## src/rtl/tcpfd_pkg.sv

```systemverilog
// Package of the time-code pulse frame decoder: symbol codes, register indexes,
// result layout and the BCD time decode. No dependencies.
package tcpfd_pkg;

   localparam int HISTORY_DEPTH_DEF = 10;
   localparam int FRAME_BITS_DEF    = 60;

   localparam int THR_W   = 11;
   localparam int PULSE_W = 16;
   localparam int CSR_A_W = 2;
   localparam int REQ_W   = 16;
   localparam int RSP_W   = 48;

   localparam logic [THR_W-1:0] ERROR_BELOW_RST = 11'd100;
   localparam logic [THR_W-1:0] ONE_FROM_RST    = 11'd400;
   localparam logic [THR_W-1:0] MARKER_FROM_RST = 11'd700;
   localparam logic [THR_W-1:0] ERROR_FROM_RST  = 11'd900;

   localparam logic [5:0] FRAME_MARKERS = 6'd6;

   typedef enum logic [CSR_A_W-1:0] {
      CSR_ERROR_BELOW = 2'd0,
      CSR_ONE_FROM    = 2'd1,
      CSR_MARKER_FROM = 2'd2,
      CSR_ERROR_FROM  = 2'd3
   } csr_addr_type;

   typedef enum logic [2:0] {
      SYM_ZERO = 3'd0,
      SYM_ONE  = 3'd1,
      SYM_MARK = 3'd2,
      SYM_ERR  = 3'd3,
      SYM_END  = 3'd4
   } sym_type;

   typedef struct packed {
      logic latched;
      logic dropped;
      logic have_time;
   } frame_status_type;

   // packed MSB first: minute in the lowest bits
   typedef struct packed {
      logic [1:0] dst_flags;
      logic       leap_year;
      logic [7:0] year_two_digit;
      logic [8:0] day_of_year;
      logic [5:0] hour;
      logic [6:0] minute;
   } time_fields_type;

   // packed MSB first: pad on top, symbol in the lowest bits
   typedef struct packed {
      logic [4:0]      pad;
      logic [3:0]      recent_errors;
      time_fields_type tf;
      logic            have_time;
      logic            frame_dropped;
      logic            frame_latched;
      logic [2:0]      symbol;
   } rsp_fields_type;

   function automatic time_fields_type decode_time(input logic [63:0] f);
      time_fields_type t;
      t.minute         = 7'(7'(f[63:61]) * 7'd10) + 7'(f[59:56]);
      t.hour           = 6'(6'(f[52:51]) * 6'd10) + 6'(f[49:46]);
      t.day_of_year    = 9'(9'(f[42:41]) * 9'd100) + 9'(9'(f[39:36]) * 9'd10)
                         + 9'(f[34:31]);
      t.year_two_digit = 8'(8'(f[19:16]) * 8'd10) + 8'(f[14:11]);
      t.leap_year      = f[9];
      t.dst_flags      = f[7:6];
      return t;
   endfunction

endpackage

```

## src/rtl/time_code_pulse_frame_decoder_top.sv

```systemverilog
// Time-code pulse frame decoder: top level with request and result registers.
// Depends on tcpfd_pkg, tcpfd_classify and tcpfd_frame.
//
// Usage:
//   req_* carries one low-pulse width in ms per transaction (tdata[15:0]).
//   rsp_* returns exactly one result per request: the pulse class, frame
//   latched/dropped flags, have_time, the BCD-decoded time fields of the
//   last good frame and the count of dropped frames among recent outcomes.
//   csr_* writes the four 11-bit thresholds (index 0..3) while idle.
// Timing:
//   A request waits in the request register while classification, frame
//   update and time decode run combinationally into the result register;
//   rsp_tvalid rises once the result register is loaded. Throughput is
//   one transaction per cycle while rsp_tready stays high.
// Reset: synchronous; thresholds return to 100/400/700/900 ms, frame state
//   clears, the outcome history reads all dropped, both registers empty.
// Stall: while rsp_tready is low the result holds; one more request is
//   taken into the request register, then req_tready drops.
module time_code_pulse_frame_decoder_top #(
   parameter int HISTORY_DEPTH = tcpfd_pkg::HISTORY_DEPTH_DEF,
   parameter int FRAME_BITS    = tcpfd_pkg::FRAME_BITS_DEF
) (
   input  logic                          clock,
   input  logic                          reset,
   input  logic                          req_tvalid,
   output logic                          req_tready,
   input  logic [tcpfd_pkg::REQ_W-1:0]   req_tdata,  // [15:0] pulse_width_ms
   output logic                          rsp_tvalid,
   input  logic                          rsp_tready,
   // [2:0] symbol, [3] frame_latched, [4] frame_dropped, [5] have_time,
   // [12:6] minute, [18:13] hour, [27:19] day_of_year, [35:28] year_two_digit,
   // [36] leap_year, [38:37] dst_flags, [42:39] recent_errors, [47:43] zero
   output logic [tcpfd_pkg::RSP_W-1:0]   rsp_tdata,
   input  logic                          csr_wen,
   input  logic [tcpfd_pkg::CSR_A_W-1:0] csr_addr,
   input  logic [tcpfd_pkg::THR_W-1:0]   csr_wdata
);
   import tcpfd_pkg::*;

   logic                 in_valid_ff, out_valid_ff;
   logic [PULSE_W-1:0]   pulse_ff;
   rsp_fields_type       out_ff, out_in;
   logic                 advance;
   sym_type              sym_class, sym_final;
   frame_status_type     status;
   logic [63:0]          latched_next;
   logic [3:0]           recent_errors;

   assign advance    = in_valid_ff && (!out_valid_ff || rsp_tready);
   assign req_tready = !in_valid_ff || advance;
   assign rsp_tvalid = out_valid_ff;
   assign rsp_tdata  = out_ff;

   always_ff @(posedge clock) begin
      if (reset) begin
         in_valid_ff  <= 1'b0;
         out_valid_ff <= 1'b0;
      end else begin
         if (req_tready) in_valid_ff <= req_tvalid;
         if (advance) out_valid_ff <= 1'b1;
         else if (rsp_tready) out_valid_ff <= 1'b0;
      end
   end

   always_ff @(posedge clock) begin
      if (req_tready && req_tvalid) pulse_ff <= req_tdata[PULSE_W-1:0];
      if (advance) out_ff <= out_in;
   end

   tcpfd_classify u_classify (
      .clock          (clock),
      .reset          (reset),
      .csr_wen        (csr_wen),
      .csr_addr       (csr_addr),
      .csr_wdata      (csr_wdata),
      .pulse_width_ms (pulse_ff),
      .symbol         (sym_class)
   );

   tcpfd_frame #(
      .HISTORY_DEPTH (HISTORY_DEPTH),
      .FRAME_BITS    (FRAME_BITS)
   ) u_frame (
      .clock         (clock),
      .reset         (reset),
      .advance       (advance),
      .sym_class     (sym_class),
      .sym_final     (sym_final),
      .status        (status),
      .latched_next  (latched_next),
      .recent_errors (recent_errors)
   );

   always_comb begin
      out_in.pad           = '0;
      out_in.recent_errors = recent_errors;
      out_in.tf            = decode_time(latched_next);
      out_in.have_time     = status.have_time;
      out_in.frame_dropped = status.dropped;
      out_in.frame_latched = status.latched;
      out_in.symbol        = sym_final;
   end

endmodule

```

## src/rtl/tcpfd_classify.sv

```systemverilog
// Threshold registers and pulse-width classifier of the time-code decoder.
// Depends on tcpfd_pkg.
module tcpfd_classify (
   input  logic                          clock,
   input  logic                          reset,
   input  logic                          csr_wen,
   input  logic [tcpfd_pkg::CSR_A_W-1:0] csr_addr,
   input  logic [tcpfd_pkg::THR_W-1:0]   csr_wdata,
   input  logic [tcpfd_pkg::PULSE_W-1:0] pulse_width_ms,
   output tcpfd_pkg::sym_type            symbol
);
   import tcpfd_pkg::*;

   logic [THR_W-1:0] error_below_ff, one_from_ff, marker_from_ff, error_from_ff;

   always_ff @(posedge clock) begin
      if (reset) begin
         error_below_ff <= ERROR_BELOW_RST;
         one_from_ff    <= ONE_FROM_RST;
         marker_from_ff <= MARKER_FROM_RST;
         error_from_ff  <= ERROR_FROM_RST;
      end else if (csr_wen) begin
         unique case (csr_addr_type'(csr_addr))
            CSR_ERROR_BELOW: error_below_ff <= csr_wdata;
            CSR_ONE_FROM:    one_from_ff    <= csr_wdata;
            CSR_MARKER_FROM: marker_from_ff <= csr_wdata;
            CSR_ERROR_FROM:  error_from_ff  <= csr_wdata;
            default: ;
         endcase
      end
   end

   always_comb begin
      priority if (pulse_width_ms < PULSE_W'(error_below_ff)) symbol = SYM_ERR;
      else if (pulse_width_ms < PULSE_W'(one_from_ff))        symbol = SYM_ZERO;
      else if (pulse_width_ms < PULSE_W'(marker_from_ff))     symbol = SYM_ONE;
      else if (pulse_width_ms < PULSE_W'(error_from_ff))      symbol = SYM_MARK;
      else                                                    symbol = SYM_ERR;
   end

endmodule

```

## src/rtl/tcpfd_frame.sv

```systemverilog
// Frame assembly, frame check, latched frame and outcome history.
// Depends on tcpfd_pkg.
module tcpfd_frame #(
   parameter int HISTORY_DEPTH = tcpfd_pkg::HISTORY_DEPTH_DEF,
   parameter int FRAME_BITS    = tcpfd_pkg::FRAME_BITS_DEF
) (
   input  logic                         clock,
   input  logic                         reset,
   input  logic                         advance,
   input  tcpfd_pkg::sym_type           sym_class,
   output tcpfd_pkg::sym_type           sym_final,
   output tcpfd_pkg::frame_status_type  status,
   output logic [63:0]                  latched_next,
   output logic [3:0]                   recent_errors
);
   import tcpfd_pkg::*;

   localparam int PTR_W = (HISTORY_DEPTH > 1) ? $clog2(HISTORY_DEPTH) : 1;
   localparam int SUM_W = ($clog2(HISTORY_DEPTH + 1) < 4) ? 4 : $clog2(HISTORY_DEPTH + 1);
   localparam logic [6:0]       FRAME_POS = 7'(FRAME_BITS);
   localparam logic [PTR_W-1:0] PTR_LAST  = PTR_W'(HISTORY_DEPTH - 1);

   logic [63:0]              shift_ff, shift_in, latched_ff, latched_in;
   logic [6:0]               bit_index_ff, bit_index_in;
   logic [5:0]               marker_ff, marker_in, bad_ff, bad_in;
   logic                     prev_mark_ff, prev_mark_in;
   logic                     time_valid_ff, time_valid_in;
   logic [HISTORY_DEPTH-1:0] ring_ff, ring_in;
   logic [PTR_W-1:0]         ptr_ff, ptr_in;
   logic                     log_en, log_drop, latch_now, drop_now;
   logic [5:0]               pos;
   logic [SUM_W-1:0]         err_sum;

   always_ff @(posedge clock) begin
      if (reset) begin
         shift_ff      <= '0;
         latched_ff    <= '0;
         bit_index_ff  <= 7'd1;
         marker_ff     <= '0;
         bad_ff        <= '0;
         prev_mark_ff  <= 1'b0;
         time_valid_ff <= 1'b0;
         ring_ff       <= '1;
         ptr_ff        <= '0;
      end else begin
         shift_ff      <= shift_in;
         latched_ff    <= latched_in;
         bit_index_ff  <= bit_index_in;
         marker_ff     <= marker_in;
         bad_ff        <= bad_in;
         prev_mark_ff  <= prev_mark_in;
         time_valid_ff <= time_valid_in;
         ring_ff       <= ring_in;
         ptr_ff        <= ptr_in;
      end
   end

   always_comb begin
      shift_in      = shift_ff;
      latched_in    = latched_ff;
      bit_index_in  = bit_index_ff;
      marker_in     = marker_ff;
      bad_in        = bad_ff;
      prev_mark_in  = prev_mark_ff;
      time_valid_in = time_valid_ff;
      sym_final     = sym_class;
      log_en        = 1'b0;
      log_drop      = 1'b0;
      latch_now     = 1'b0;
      drop_now      = 1'b0;
      pos           = 6'(7'd64 - bit_index_ff);
      if (advance) begin
         if (sym_class == SYM_MARK && prev_mark_ff) begin
            sym_final = SYM_END;
            log_en    = 1'b1;
            if (marker_ff == FRAME_MARKERS && bit_index_ff == FRAME_POS && bad_ff == '0) begin
               latched_in    = shift_ff;
               time_valid_in = 1'b1;
               latch_now     = 1'b1;
            end else begin
               log_drop = 1'b1;
               drop_now = 1'b1;
            end
         end else begin
            if (bit_index_ff >= 7'd1 && bit_index_ff <= 7'd63)
               shift_in = shift_ff | (64'(sym_class == SYM_ONE) << pos);
            if (bit_index_ff < 7'd127)
               bit_index_in = bit_index_ff + 7'd1;
            if (sym_class == SYM_MARK) begin
               if (marker_ff < 6'd63) marker_in = marker_ff + 6'd1;
               prev_mark_in = 1'b1;
            end else begin
               if (sym_class == SYM_ERR && bad_ff < 6'd63) bad_in = bad_ff + 6'd1;
               prev_mark_in = 1'b0;
            end
            if (bit_index_in > FRAME_POS) begin
               log_en   = 1'b1;
               log_drop = 1'b1;
               drop_now = 1'b1;
            end
         end
         if (log_en) begin
            shift_in     = '0;
            bit_index_in = 7'd1;
            marker_in    = '0;
            bad_in       = '0;
            prev_mark_in = 1'b0;
         end
      end
   end

   always_comb begin
      ring_in = ring_ff;
      ptr_in  = ptr_ff;
      if (log_en) begin
         ring_in[ptr_ff] = log_drop;
         ptr_in = (ptr_ff == PTR_LAST) ? '0 : ptr_ff + PTR_W'(1);
      end
   end

   always_comb begin
      err_sum = '0;
      for (int i = 0; i < HISTORY_DEPTH; i++)
         err_sum = err_sum + SUM_W'(ring_in[i]);
   end

   assign recent_errors    = (err_sum > SUM_W'(15)) ? 4'd15 : err_sum[3:0];
   assign latched_next     = latched_in;
   assign status.latched   = latch_now;
   assign status.dropped   = drop_now;
   assign status.have_time = time_valid_in;

endmodule

```

## config.mk

```make
export PLATFORM = sky130hd
export DESIGN_NAME = time_code_pulse_frame_decoder_top
export DESIGN_NICKNAME = d
export VERILOG_FILES = /design/src/rtl/tcpfd_pkg.sv /design/src/rtl/time_code_pulse_frame_decoder_top.sv /design/src/rtl/tcpfd_classify.sv /design/src/rtl/tcpfd_frame.sv
export SDC_FILE = /design/constraint.sdc
export NUM_CORES = 1
export LEC_CHECK = 0
export ABC_CLOCK_PERIOD_IN_PS = 6700
export BUFFER_PORTS_ARGS = -buffer_cell sky130_fd_sc_hd__buf_2
export CAP_MARGIN = 30
export CORE_MARGIN = 2
export CORE_UTILIZATION = 54
export DETAILED_ROUTE_END_ITERATION = 8
export PLACE_DENSITY_LB_ADDON = 0.05
export SLEW_MARGIN = 30
export SYNTH_ARGS = -nofsm -noshare
export SYNTH_HDL_FRONTEND = slang
export SYNTH_HIERARCHICAL = 1
export SYNTH_SLANG_ARGS = --single-unit
```

## constraint.sdc

```tcl
create_clock -name clock -period 6.7 [get_ports clock]
set_input_delay 0.67 -clock clock [delete_from_list [all_inputs] [get_ports clock]]
set_output_delay 0.67 -clock clock [all_outputs]
set_load 0.01 [all_outputs]
```

# --- Word level (Yosys, flattened, before mapping) ---
# Cells that the tools add are included.
word_totals:
  regBits: 268
  in_bits: 34
  out_inout_bits: 50
  wordCells: 150
op_classes:
  addsub: 19
  mul: 5
  n_lt_le_gt_ge: 13
  n_eq_ne: 11
  shift: 1
  muxes: 44
  n_bitwise: 1
  n_reduce_logical: 28
op_table:
  columns: ["op", "n"]
  rows:
  - ["$mux 64", 6]
  - ["$lt 16x11->1", 4]
  - ["$or 64x64->64", 1]
  - ["$shl 1x6->64", 1]
  - ["$mux 6", 8]
  - ["$mux 7", 5]
  - ["$add 4x1->4", 8]
  - ["$mux 1", 18]
  - ["$mul 4x3->7 const B", 2]
  - ["$add 6x1->6 const B", 2]
  - ["$lt 6x6->1 const B", 2]
  - ["$bwmux 10", 1]
  - ["$mux 10", 1]
  - ["$reduce_and 2->1", 5]
  - ["$reduce_bool 2->1", 5]
  - ["$add 9x4->9", 1]
  - ["$add 9x8->9", 1]
  - ["$mux 3", 3]
  - ["$add 8x4->8", 1]
  - ["$logic_and 1x1->1", 8]
  - ["$reduce_and 4->1", 2]
  - ["$add 7x1->7 const B", 1]
  - ["$add 7x4->7", 1]
  - ["$eq 7x6->1 const B", 1]
  - ["other kinds (28)", 34]

# --- Longest topological paths before layout ---
# Gate-level depths: netlist of run 1.
depth:
  depth_word: 25
  mapped_depth: 26
  ltp_nobuf: 24

# --- By module ---
# Netlist of run 1, hierarchy kept.
by_module_without_submodules:
  columns: ["mod", "instances", "cells_each", "area_per_inst_um2", "seq_area_each_um2"]
  rows:
  - ["tcpfd_frame", 1, 867, 7058.0, 3263.1]
  - ["time_code_pulse_frame_decoder_top", 1, 185, 2890.3, 1811.7]
  - ["tcpfd_classify", 1, 334, 2623.8, 880.8]

# --- Least setup slack after synthesis of run 1 ---
# OpenSTA, ideal clock, no wires.
synth_path:
  path_type: "in2reg"
  startpoint: "input rsp_tready"
  endpoint: "register out_ff (netlist bit rsp_tdata[41]), data pin"
  setup_ps: 259
  t_arrival_ps: 6155
  required_ps: 6441
  path_slack_ps: 286
  path_stages: 16
  path_buffers: 1
  path_cell_list: "nor2b_1 -> nor2b_1 -> buf_2 -> inv_1 -> a21oi_4 -> nand4_1 -> mux2_2 -> fa_1 -> inv_1 -> fa_1 -> fa_1 -> inv_1 -> ha_1 -> inv_1 -> fa_1 -> xor2_1"
synth_via:
  word_cells_on_any_way: 16
  classes_between: "add/sub: 9; order compare: 1; mux: 4; reduce/logical: 2"
synth_lines:
  columns: ["element", "line_no", "text"]
  rows:
  - ["from (decl)", "time_code_pulse_frame_decoder_top.sv:29", "input logic rsp_tready,"]
  - ["$logic_or 1x1->1 *", "time_code_pulse_frame_decoder_top.sv:49", "assign advance = in_valid_ff && (!out_valid_ff || rsp_tready);"]
  - ["$logic_and 1x1->1 *", "time_code_pulse_frame_decoder_top.sv:49", null]
  - ["named net advance", "time_code_pulse_frame_decoder_top.sv:43", "logic advance;"]
  - ["$mux 1", "tcpfd_frame.sv:72", "if (advance) begin"]
  - ["$bwmux 10", "tcpfd_frame.sv:116", "ring_in[ptr_ff] = log_drop;"]
  - ["$mux 10 *", "tcpfd_frame.sv:115", "if (log_en) begin"]
  - ["named net u_frame.ring_in[7]", "tcpfd_frame.sv:28", "logic [HISTORY_DEPTH-1:0] ring_ff, ring_in;"]
  - ["$add 4x1->4 * (3 in a row)", "tcpfd_frame.sv:124", "err_sum = err_sum + SUM_W'(ring_in[i]);"]
  - ["$gt 4x4->1", "tcpfd_frame.sv:127", "assign recent_errors = (err_sum > SUM_W'(15)) ? 4'd15 : err_sum[3:0];"]
  - ["to (signal assigned)", "time_code_pulse_frame_decoder_top.sv:67", "if (advance) out_ff <= out_in;"]
  - ["to (decl)", "time_code_pulse_frame_decoder_top.sv:42", "rsp_fields_type out_ff, out_in;"]
# Mark *: on every way through the listed nets, which the timed path passes. The rest lies on a longest branch.
# A chain may end at the register's enable or synchronous reset.

# --- Final worst setup path of run 1 ---
layout_path:
  startpoint: "register pulse_ff[5]"
  endpoint: "register out_ff (netlist bit rsp_tdata[41]), data pin"
layout_via:
  word_cells_on_any_way: 27
  classes_between: "add/sub: 9; order compare: 5; eq/ne: 1; mux: 11; reduce/logical: 1"
layout_lines:
  columns: ["element", "line_no", "text"]
  rows:
  - ["from (decl)", "time_code_pulse_frame_decoder_top.sv:41", "logic [PULSE_W-1:0] pulse_ff;"]
  - ["from (signal assigned)", "time_code_pulse_frame_decoder_top.sv:66", "if (req_tready && req_tvalid) pulse_ff <= req_tdata[PULSE_W-1:0];"]
  - ["$lt 16x11->1", "tcpfd_classify.sv:37", "else if (pulse_width_ms < PULSE_W'(error_from_ff)) symbol = SYM_MARK;"]
  - ["$mux 1", "tcpfd_classify.sv:37", null]
  - ["$mux 3", "tcpfd_classify.sv:36", "else if (pulse_width_ms < PULSE_W'(marker_from_ff)) symbol = SYM_ONE;"]
  - ["$mux 3", "tcpfd_classify.sv:35", "else if (pulse_width_ms < PULSE_W'(one_from_ff)) symbol = SYM_ZERO;"]
  - ["$mux 3 *", "tcpfd_classify.sv:34", "priority if (pulse_width_ms < PULSE_W'(error_below_ff)) symbol = SYM_ERR;"]
  - ["named net sym_class[0]", "time_code_pulse_frame_decoder_top.sv:44", "sym_type sym_class, sym_final;"]
  - ["$eq 3x2->1 *", "tcpfd_frame.sv:73", "if (sym_class == SYM_MARK && prev_mark_ff) begin"]
  - ["$logic_and 1x1->1 *", "tcpfd_frame.sv:73", null]
  - ["$mux 1", "tcpfd_frame.sv:73", null]
  - ["$mux 1", "tcpfd_frame.sv:72", null]
  - ["$bwmux 10 or $mux 1 (tied branches)", "tcpfd_frame.sv:116, tcpfd_frame.sv:72", null]
  - ["$mux 10 *", "tcpfd_frame.sv:115", null]
  - ["named net u_frame.ring_in[3]", "tcpfd_frame.sv:28", null]
  - ["$add 4x1->4 * (7 in a row)", "tcpfd_frame.sv:124", null]
  - ["$gt 4x4->1", "tcpfd_frame.sv:127", null]
# Mark *: on every way through the listed nets, which the timed path passes. The rest lies on a longest branch. The select of a mux whose other input is x is not followed.

==> summary.md, run 1 <==
| Metric | Value |
|---|---|
| Worst Hold Class | `input port to flop` |
| Post-DRT Antenna Nets | `0` |
| Clk pwr share | `0.457` |
| Period Utilization, post-route | `0.921` |
| Rel. slew slack | `0.380` |
| GRT met2 Usage | `0.346` |
| First-pass DRT Iterations | `5` |
| Setup TNS | `0 ns` |
| Largest net degree at the start of global routing | `90` |
| Slew Viols, Final | `0` |
| CP Capture Point | `rsp_tdata[41]` |
| Global-route usage over all layers | `0.212` |
| Via density per instance | `5.29` |
| Antenna violations before repair | `0` |
| Slew @ Worst Pin | `0.927 ns` |
| Hold_buf cts | `0` |
| Worst path bufs/invs | `4` |
| CP arrival | `6.42 ns` |
| Switching pwr | `0.615 mW` |
| CP Launch Type | `flop` |
| CTS Sinks | `208` |
| Number of diodes | `0` |
| Combinational cell fraction of total power | `0.061` |
| Synth Cell Area | `10600 µm²` |
| Synthesized area per cell | `9.27 µm²` |
| DR vias | `7743` |
| Syn. warnings | `6` |
| Post-CTS Setup Bufs | `0` |
| # rows | `51` |
| Fin util | `0.604` |
| Commonest cells after routing, fill and taps aside | `nand2_1 (197), dfxtp_1 (149), a21oi_1 (133), nor2_1 (88)` |
| Drt total wl | `22.0 mm` |
| Setup slack after layout | `0.527 ns` |
| Clk pin slew, worst setup/hold paths | `0.06 ns` |
| Max Clock Skew | `0.0151 ns` |
| Layout area overhead | `10.3%` |
| Post-route DRC | `0` |
| CTS tree | `yes` |
| TritonCTS buffer count | `24` |
| CTS Buffer Depth | `3` |
| CP Launch Point | `pulse_ff[5]` |
| Slowest cell on crit path | `fa_1` |
| Status | `finished clean` |
| Die H | `144 µm` |
| Max Clock Freq | `0.162 GHz` |
| PD cells | `238 nW/µm²` |
| Crit path top cell by count | `fa_1` |
| WL/cell | `15.0 µm` |
| Setup violators final | `0` |
| Clk_lat worst skew | `0.51 ns` |
| RR Endpoint | `rsp_tdata[41]` |
| Total power | `2.78 mW` |
| Busiest grt layer | `met2` |
| Peak supply drop | `0.162 mV` |
| Worst r2r src | `pulse_ff[5]` |
| Final GP Congestion | `0.790` |
| Met3 Usage GRT | `0.0311` |
| Slowest stage delay, CP | `0.51 ns` |
| Initial core utilization | `0.547` |
| Sw frac | `0.221` |
| Die footprint | `20800 µm²` |
| R2r setup slk | `0.53 ns` |
| CP Capture Type | `flop` |
| DR iter-0 viols | `452` |
| Root Buffer | `clkbuf_16` |
| First-pass GRT wire length | `35.7 mm` |
| Grt met1 use | `0.305` |
| Reg2reg path depth | `23` |
| Core area | `19400 µm²` |
| Crit path time final | `6.17 ns` |
| HPWL Detailed | `15.3 mm` |
| Share of layout cells above drive strength 1 | `0.125` |
| Internal | `2.17 mW` |
| RSZ-0062 raised after global routing | `false` |
| Levels on crit path | `23` |
| Die W | `144 µm` |
| Number of global-route vias before repair | `7243` |
| Number of max-cap violations | `0` |
| Crit Path Max Fanout | `31` |
| Total I/O pin count | `84` |
| Crit path max-delay family | `adder cells` |
| Commonest non-fill, non-tap cell in the layout | `nand2_1` |
| Cells after Synth | `1145` |
| Crit path cell chain | `ha_1 -> a211oi_2 -> nor2_1 -> a2111oi_2 -> a21oi_1 -> nor4b_1 -> o21ai_1 -> nor3b_4 -> nand2_2 -> o21a_1 -> a21oi_4 -> buf_4 -> a21boi_1 -> a31o_2 -> fa_1 -> inv_1 -> fa_1 -> fa_1 -> inv_1 -> ha_1 -> inv_1 -> fa_1 -> xor2_1` |
| WP data required | `6.95 ns` |
| Category of the most critical setup path | `flop to flop` |
| Layout Nets | `1309` |
| H-tree depth | `1` |
| Port Buf Inserts | `78` |
| Pre-CTS setup slack | `0.581 ns` |
| LEAKAGE | `4.99 nW` |
| Post-CTS Resized | `0` |
| Register share of total power | `0.482` |
| Final Hold Fails | `0` |
| Gr ovfl total | `0` |
## registers in the layout (all words and copies together) (netlist names)
register	flops
in_valid_ff	1
pulse_ff	16
rsp_tdata	43
rsp_tvalid	1
u_classify/error_below_ff	11
u_classify/error_from_ff	11
u_classify/marker_from_ff	11
u_classify/one_from_ff	11
u_frame/bad_ff	6
u_frame/bit_index_ff	7
u_frame/latched_ff	34
u_frame/marker_ff	6
u_frame/prev_mark_ff	1
u_frame/ptr_ff	4
u_frame/ring_ff	10
u_frame/shift_ff	34
u_frame/time_valid_ff	1
## per-layer routing
metal  vias up  share of wire
li1       3971              -
met1      3632           0.50
met3        18          0.042
met5         -              0
met4         0         0.0097
met2       122           0.45
## worst register-to-register path, delay by kind of cell (launching register included)
kind / cells / cell delay (ns)
fa+ha+maj: 6 / 2.29
compound gates: 8 / 1.68
simple gates: 4 / 0.83
flops: 1 / 0.45
xor+xnor: 1 / 0.17
buf+inv: 4 / 0.50
## power groups by stage
stage / registers, mW / logic [mW] / clock network, mW
6_report: 1.34 / 0.170 / 1.27
5_1_grt: 1.34 / 0.192 / 1.36
4_1_cts: 1.34 / 0.171 / 1.30
3_5_place_dp: 1.37 / 0.171 / 0
3_3_place_gp: 1.37 / 0.169 / 0
2_1_floorplan: 1.37 / 0.115 / 0
## per-stage QoR
step                      instance area (µm²)  hold slack [ns]  instances
after floorplan                         10600            0.432       1149
after global placement                  10900            0.443       1420
after detailed placement                10900            0.449       1420
after CTS                               11700            0.325       1464
after global routing                    11700            0.331       1464
final                                   11700            0.341       1464
## worst min path at each step
| stage | from | to | slack, ns | cells after the start |
|---|---|---|---|---|
| 3_5_place_dp | u_classify/marker_from_ff[6] | u_classify/marker_from_ff[6] | 0.45 | 2 |
| 2_1_floorplan | u_classify/error_from_ff[0] | u_classify/error_from_ff[0] | 0.43 | 2 |
| 6_report | req_tdata[3] | pulse_ff[3] | 0.34 | 1 |
| 3_3_place_gp | u_classify/one_from_ff[2] | u_classify/one_from_ff[2] | 0.44 | 2 |
| 5_1_grt | req_tdata[14] | pulse_ff[14] | 0.33 | 1 |
| 4_1_cts | req_tdata[10] | pulse_ff[10] | 0.32 | 1 |
## cell type report
class / instances / area, µm²
clock inverter: 2 / 35.0
clock buffer: 42 / 741
sequential: 208 / 4750
fill: 1754 / 7680
timing repair buffer: 87 / 460
inverter: 81 / 304
tap: 265 / 332
multi-input combinational: 779 / 5090
Note: power is estimated with default switching activity, not from simulation.
==> inputs of run 2 (changes only) <==
- CORE_UTILIZATION: 54 -> 56
==> run 2 against run 1 <==
Effect of this change:
- power fell by 3.6%
- final area decreased by 0.84%
- core utilization rose by 1.9 points
- flip-flop and latch count did not move
- register-to-register slack worse by 0.09 ns
- sequential share of layout area grew 0.35 points
- first-iteration DRC count decreased by 1.1%
- clock power fell by 8%
- hold slack got worse by 0.0033 ns
- routed wire length fell by 1.6%
==> summary.md, run 2 (same netlist as run 1, synthesis figures left out) <==
| Metric | Value |
|---|---|
| Status | `finished clean (unchanged)` |
| Fillers | `1638 (was 1754)` |
| DR vias | `7732 (was 7743)` |
| Setup violators final | `0 (unchanged)` |
| Sw frac | `0.230 (was 0.221)` |
| Drt total wl | `21.6 mm (was 22.0 mm)` |
| Switching pwr | `0.617 mW (was 0.615 mW)` |
| Number of max-cap violations | `0 (unchanged)` |
| Combinational cell fraction of total power | `0.063 (was 0.061)` |
| Antenna violations before repair | `0 (unchanged)` |
| Largest register FFs | `43 (unchanged)` |
| Port Buf Inserts | `78 (unchanged)` |
| Number of global-route vias before repair | `7183 (was 7243)` |
| Internal | `2.07 mW (was 2.17 mW)` |
| Core area | `18600 µm² (was 19400 µm²)` |
| Post-DRT Antenna Nets | `0 (unchanged)` |
| WP data required | `6.95 ns (about the same)` |
| Clk pin slew, worst setup/hold paths | `0.06 ns (about the same)` |
| Total power | `2.68 mW (was 2.78 mW)` |
| Hold_buf cts | `0 (unchanged)` |
| RSZ-0062 raised after global routing | `false (unchanged)` |
| Crit path time final | `6.26 ns (was 6.17 ns)` |
| Inst Count DP | `1391 (was 1420)` |
| First-pass DRT Iterations | `4 (was 5)` |
| Die footprint | `20100 µm² (was 20800 µm²)` |
| Register share of total power | `0.500 (was 0.482)` |
| Clk_lat worst skew | `0.50 ns (was 0.51 ns)` |
| First-pass GRT wire length | `35.9 mm (was 35.7 mm)` |
| Share of layout cells above drive strength 1 | `0.128 (was 0.125)` |
| # rows | `50 (was 51)` |
| Worst Hold Class | `input port to flop (unchanged)` |
| Post-CTS Setup Bufs | `0 (unchanged)` |
| Slowest stage delay, CP | `0.53 ns (was 0.51 ns)` |
| Fin util | `0.623 (was 0.604)` |
| CTS tree | `yes (unchanged)` |
| Peak supply drop | `0.168 mV (was 0.162 mV)` |
| Global-route usage over all layers | `0.217 (was 0.212)` |
| Via density per instance | `5.40 (was 5.29)` |
| PD cells | `231 nW/µm² (was 238 nW/µm²)` |
| Largest net degree at the start of global routing | `89 (was 90)` |
| Crit path cell chain | `ha_1 -> a211oi_2 -> nor2_1 -> a2111oi_2 -> a21oi_1 -> nor4b_1 -> o21ai_1 -> nor3b_4 -> nand2_2 -> o21a_1 -> a21oi_4 -> nand4_1 -> mux2_2 -> fa_1 -> inv_1 -> fa_1 -> fa_1 -> inv_1 -> ha_1 -> inv_1 -> fa_1 -> xor2_1 (was ha_1 -> a211oi_2 -> nor2_1 -> a2111oi_2 -> a21oi_1 -> nor4b_1 -> o21ai_1 -> nor3b_4 -> nand2_2 -> o21a_1 -> a21oi_4 -> buf_4 -> a21boi_1 -> a31o_2 -> fa_1 -> inv_1 -> fa_1 -> fa_1 -> inv_1 -> ha_1 -> inv_1 -> fa_1 -> xor2_1)` |
| Max Clock Skew | `0.00905 ns (was 0.0151 ns)` |
| Final Hold Fails | `0 (unchanged)` |
| Die W | `142 µm (was 144 µm)` |
| Category of the most critical setup path | `flop to flop (unchanged)` |
| Number of diodes | `0 (unchanged)` |
| Initial core utilization | `0.569 (was 0.547)` |
| Slew Viols, Final | `0 (unchanged)` |
| WL/cell | `15.1 µm (was 15.0 µm)` |
| Crit path top cell by count | `fa_1 (unchanged)` |
| Gr ovfl total | `0 (unchanged)` |
| Root Buffer | `clkbuf_16 (unchanged)` |
| DR iter-0 viols | `447 (was 452)` |
| Commonest cells after routing, fill and taps aside | `nand2_1 (197), dfxtp_1 (149), a21oi_1 (133), nor2_1 (89) (was nand2_1 (197), dfxtp_1 (149), a21oi_1 (133), nor2_1 (88))` |
| CP Launch Type | `flop (unchanged)` |
| Rel. slew slack | `0.382 (was 0.380)` |
| Non-filler cells, final | `1433 (was 1464)` |
| Final std cell area, no fill | `11600 µm² (was 11700 µm²)` |
| Placed cell area | `10900 µm² (about the same)` |
| CP arrival | `6.52 ns (was 6.42 ns)` |
| H-tree depth | `1 (unchanged)` |
| Layout Nets | `1310 (was 1309)` |
| TritonCTS buffer count | `23 (was 24)` |
| Commonest non-fill, non-tap cell in the layout | `nand2_1 (unchanged)` |
| Crit Path Max Fanout | `20 (was 31)` |
| Setup TNS | `0 ns (unchanged)` |
| Slew @ Worst Pin | `0.927 ns (about the same)` |
| Die H | `142 µm (was 144 µm)` |
| Slowest cell on crit path | `fa_1 (unchanged)` |
| CTS Sinks | `208 (unchanged)` |
| CP Capture Type | `flop (unchanged)` |
| Layout area overhead | `9.40% (was 10.3%)` |
| LEAKAGE | `4.97 nW (was 4.99 nW)` |
| Clk pwr share | `0.437 (was 0.457)` |
| Max Clock Freq | `0.160 GHz (was 0.162 GHz)` |
| Post-route DRC | `0 (unchanged)` |
| Period Utilization, post-route | `0.935 (was 0.921)` |
| Final GP Congestion | `0.825 (was 0.790)` |
| Total I/O pin count | `84 (unchanged)` |
| CTS Buffer Depth | `3 (unchanged)` |
| Post-CTS Resized | `0 (unchanged)` |
| HPWL Detailed | `14.9 mm (was 15.3 mm)` |
-- run 2: cell types whose count changed in the layout (fill, tap and decap cells not counted), sizes merged --
| cell | delta |
|---|---|
| clkinv | +3 |
| buf | +2 |
| bufinv | -1 |
| clkbuf | -6 |
| clkinvlp | +1 |
| inv | +1 |
-- run 2: worst paths after layout --
path,slack (ns),to,cells past startpoint,startpoint
worst max register to register,0.44,rsp_tdata[41],22,pulse_ff[5]
worst min register to register,0.45,u_classify/error_below_ff[1],2,u_classify/error_below_ff[1]
worst min-delay path,0.34,pulse_ff[15],1,req_tdata[15]
worst max-delay path,0.44,rsp_tdata[41],22,pulse_ff[5]
-- run 2: layout make-up --
cell class                      instances  area, µm²  area share
Multi-Input combinational cell        779       5090       0.438
Sequential cell                       208       4750       0.409
Clock buffer                           36        664      0.0572
Timing Repair Buffer                   89        475      0.0409
Inverter                               81        304      0.0262
Tap cell                              234        293      0.0252
Clock inverter                          6       36.3     0.00312
-- run 2: through the flow --
step	setup WS, ns	hold WS [ns]
detailed placement	0.430	0.447
floorplan	0.286	0.432
global route	0.0760	0.321
CTS	0.400	0.321
global placement	0.547	0.444
finish	0.437	0.338
-- run 2: power by group through the flow --
| stage | Clock [mW] | Sequential (mW) | Combinational, mW |
|---|---|---|---|
| after floorplan | 0 | 1.37 | 0.115 |
| after global placement | 0 | 1.37 | 0.168 |
| after detailed placement | 0 | 1.37 | 0.170 |
| after CTS | 1.20 | 1.34 | 0.171 |
| after global routing | 1.26 | 1.34 | 0.192 |
| final | 1.17 | 1.34 | 0.170 |
-- run 2: critical path: cells and delay by family (launching register included) --
family	cells	cell delay, ns
DFF	1	0.45
xor gates and xnor gates	1	0.17
muxes	1	0.33
AOI/OAI and AO/OA	6	1.52
and+or+nand+nor	5	1.05
adders and majority gates	6	2.31
buffers and inverters	3	0.17
-- run 2: per-layer routing --
metal	up-vias	GRT usage	part of all wire
met2	130	0.346	0.44
met5	-	0	0
met3	26	0.0297	0.042
li1	3969	-	-
met1	3607	0.315	0.50
met4	0	0.0505	0.015
==> inputs of run 3 (changes only) <==
- PLACE_DENSITY: unset -> 0.9
- PLACE_DENSITY_LB_ADDON: 0.05 -> unset
==> run 3 against run 2 <==
Effect of this change:
- first-iteration DRC count rose by 19%
- count of clock-buffer cells in the layout did not move
- non-clock buffer count fell by 3
- routed wire length rose by 2.0%
- cell count fell by 0.21%
- register-to-register slack improved by 0.13 ns
- critical path type unchanged
- largest cell class unchanged
- highest routed layer unchanged
==> summary.md, run 3 (same netlist as run 1, synthesis figures left out) <==
| Metric | Value |
|---|---|
| Status | `finished clean (unchanged)` |
| Peak supply drop | `0.148 mV (was 0.168 mV)` |
| WL/cell | `15.4 µm (was 15.1 µm)` |
| CTS Buffer Depth | `3 (unchanged)` |
| Post-route DRC | `0 (unchanged)` |
| CTS Sinks | `208 (unchanged)` |
| Drt total wl | `22.1 mm (was 21.6 mm)` |
| Combinational cell fraction of total power | `0.064 (was 0.063)` |
| Core area | `18600 µm² (unchanged)` |
| Max Clock Skew | `0.0143 ns (was 0.00905 ns)` |
| Total I/O pin count | `84 (unchanged)` |
| Setup TNS | `0 ns (unchanged)` |
| Placed cell area | `10900 µm² (about the same)` |
| HPWL Detailed | `14.9 mm (about the same)` |
| CTS tree | `yes (unchanged)` |
| Max Clock Freq | `0.163 GHz (was 0.160 GHz)` |
| Largest register FFs | `43 (unchanged)` |
| Port Buf Inserts | `78 (unchanged)` |
| Initial core utilization | `0.569 (unchanged)` |
| H-tree depth | `1 (unchanged)` |
| Share of layout cells above drive strength 1 | `0.126 (was 0.128)` |
| Die W | `142 µm (unchanged)` |
| DR iter-0 viols | `533 (was 447)` |
| Worst Hold Class | `input port to flop (unchanged)` |
| Fin util | `0.623 (about the same)` |
| RSZ-0062 raised after global routing | `false (unchanged)` |
| Hold_buf cts | `0 (unchanged)` |
| Internal | `2.09 mW (was 2.07 mW)` |
| Final Hold Fails | `0 (unchanged)` |
| Clk_lat worst skew | `0.51 ns (was 0.50 ns)` |
| Number of diodes | `0 (unchanged)` |
| CP Capture Type | `flop (unchanged)` |
| PD cells | `233 nW/µm² (was 231 nW/µm²)` |
| Die H | `142 µm (unchanged)` |
| CP arrival | `6.39 ns (was 6.52 ns)` |
| Final std cell area, no fill | `11600 µm² (about the same)` |
| Final GP Congestion | `0.897 (was 0.825)` |
| Post-DRT Antenna Nets | `0 (unchanged)` |
| Slew @ Worst Pin | `0.986 ns (was 0.927 ns)` |
| Antenna violations before repair | `0 (unchanged)` |
| Layout Nets | `1307 (was 1310)` |
| Clk pin slew, worst setup/hold paths | `0.06 ns (about the same)` |
| CP Launch Type | `flop (unchanged)` |
| Commonest cells after routing, fill and taps aside | `nand2_1 (197), dfxtp_1 (149), a21oi_1 (133), nor2_1 (89) (unchanged)` |
| DR vias | `8126 (was 7732)` |
| WP data required | `6.95 ns (about the same)` |
| Category of the most critical setup path | `flop to flop (unchanged)` |
| Slew Viols, Final | `0 (unchanged)` |
| Global-route usage over all layers | `0.223 (was 0.217)` |
| Sw frac | `0.229 (was 0.230)` |
| Layout area overhead | `9.38% (was 9.40%)` |
| TritonCTS buffer count | `23 (unchanged)` |
| Die footprint | `20100 µm² (unchanged)` |
| First-pass DRT Iterations | `5 (was 4)` |
| Setup violators final | `0 (unchanged)` |
| LEAKAGE | `4.97 nW (about the same)` |
| Gr ovfl total | `0 (unchanged)` |
| # rows | `50 (unchanged)` |
| Period Utilization, post-route | `0.916 (was 0.935)` |
| Via density per instance | `5.68 (was 5.40)` |
| Switching pwr | `0.621 mW (was 0.617 mW)` |
| First-pass GRT wire length | `37.3 mm (was 35.9 mm)` |
| Largest net degree at the start of global routing | `113 (was 89)` |
| Crit path time final | `6.14 ns (was 6.26 ns)` |
| Register share of total power | `0.495 (was 0.500)` |
| Number of global-route vias before repair | `8014 (was 7183)` |
| Root Buffer | `clkbuf_16 (unchanged)` |
| Rel. slew slack | `0.340 (was 0.382)` |
| Commonest non-fill, non-tap cell in the layout | `nand2_1 (unchanged)` |
| Clk pwr share | `0.440 (was 0.437)` |
| Total power | `2.71 mW (was 2.68 mW)` |
| Fillers | `1491 (was 1638)` |
| Post-CTS Resized | `0 (unchanged)` |
| Crit Path Max Fanout | `11 (was 20)` |
| Number of max-cap violations | `0 (unchanged)` |
| Post-CTS Setup Bufs | `0 (unchanged)` |
## run 3: changes by cell type in the layout (fill, tap and decap cells not counted)
cell / delta
buf_4: -4
clkbuf_1: -2
clkbuf_8: +2
buf_6: +1
clkinvlp_4: -1
inv_4: +1
nor2b_1: +1
nor2b_2: -1
or2_1: +1
or2_2: -1
## run 3: layout make-up
type	count	area, µm²	share of cell area
clock buffer	36	684	0.0589
clock inverter	6	35.0	0.00302
inverter	81	304	0.0262
multi-input combinational	779	5080	0.438
sequential	208	4750	0.409
tap	234	293	0.0252
timing repair buffer	86	457	0.0393
## run 3: power by group through the flow
stage / clock network, mW / registers, mW / logic [mW]
finish: 1.19 / 1.34 / 0.174
global route: 1.27 / 1.34 / 0.193
CTS: 1.21 / 1.34 / 0.172
detailed placement: 0 / 1.37 / 0.169
global placement: 0 / 1.37 / 0.163
floorplan: 0 / 1.37 / 0.115
## run 3: per-stage QoR
stage	hold slack (ns)	setup WS (ns)	cells
finish	0.337	0.563	1430
global route	0.320	0.101	1430
CTS	0.325	0.541	1430
detailed placement	0.447	0.577	1388
global placement	0.443	0.716	1388
floorplan	0.432	0.286	1149
## run 3: layer usage
metal  vias up  global-route usage  wire length (µm)
li1       3980                   -                 -
met1      3852               0.303              9910
met2       250               0.368             10400
met3        44              0.0304              1270
met4         0              0.0774               482
met5         -                   0                 0
## run 3: final timing paths
check	slack (ns)	endpoint	cells past startpoint	from
hold / removal	0.34	pulse_ff[8]	1	req_tdata[8]
setup reg to reg	0.56	rsp_tdata[41]	22	pulse_ff[5]
setup / recovery	0.56	rsp_tdata[41]	22	pulse_ff[5]
hold reg to reg	0.45	u_classify/error_below_ff[3]	2	u_classify/error_below_ff[3]
## run 3: worst max-delay path, stage by stage (launching register included)
cell	delay [ns]
edfxtp_1	0.45
ha_1	0.35
a211oi_2	0.17
nor2_1	0.09
a2111oi_2	0.34
a21oi_1	0.12
nor4b_1	0.33
o21ai_1	0.18
nor3b_4	0.29
nand2_2	0.15
o21a_1	0.24
a21oi_4	0.31
nand4_1	0.20
mux2_2	0.34
fa_1	0.54
inv_1	0.05
fa_1	0.49
fa_1	0.41
inv_1	0.07
ha_1	0.16
inv_1	0.05
fa_1	0.38
xor2_1	0.18
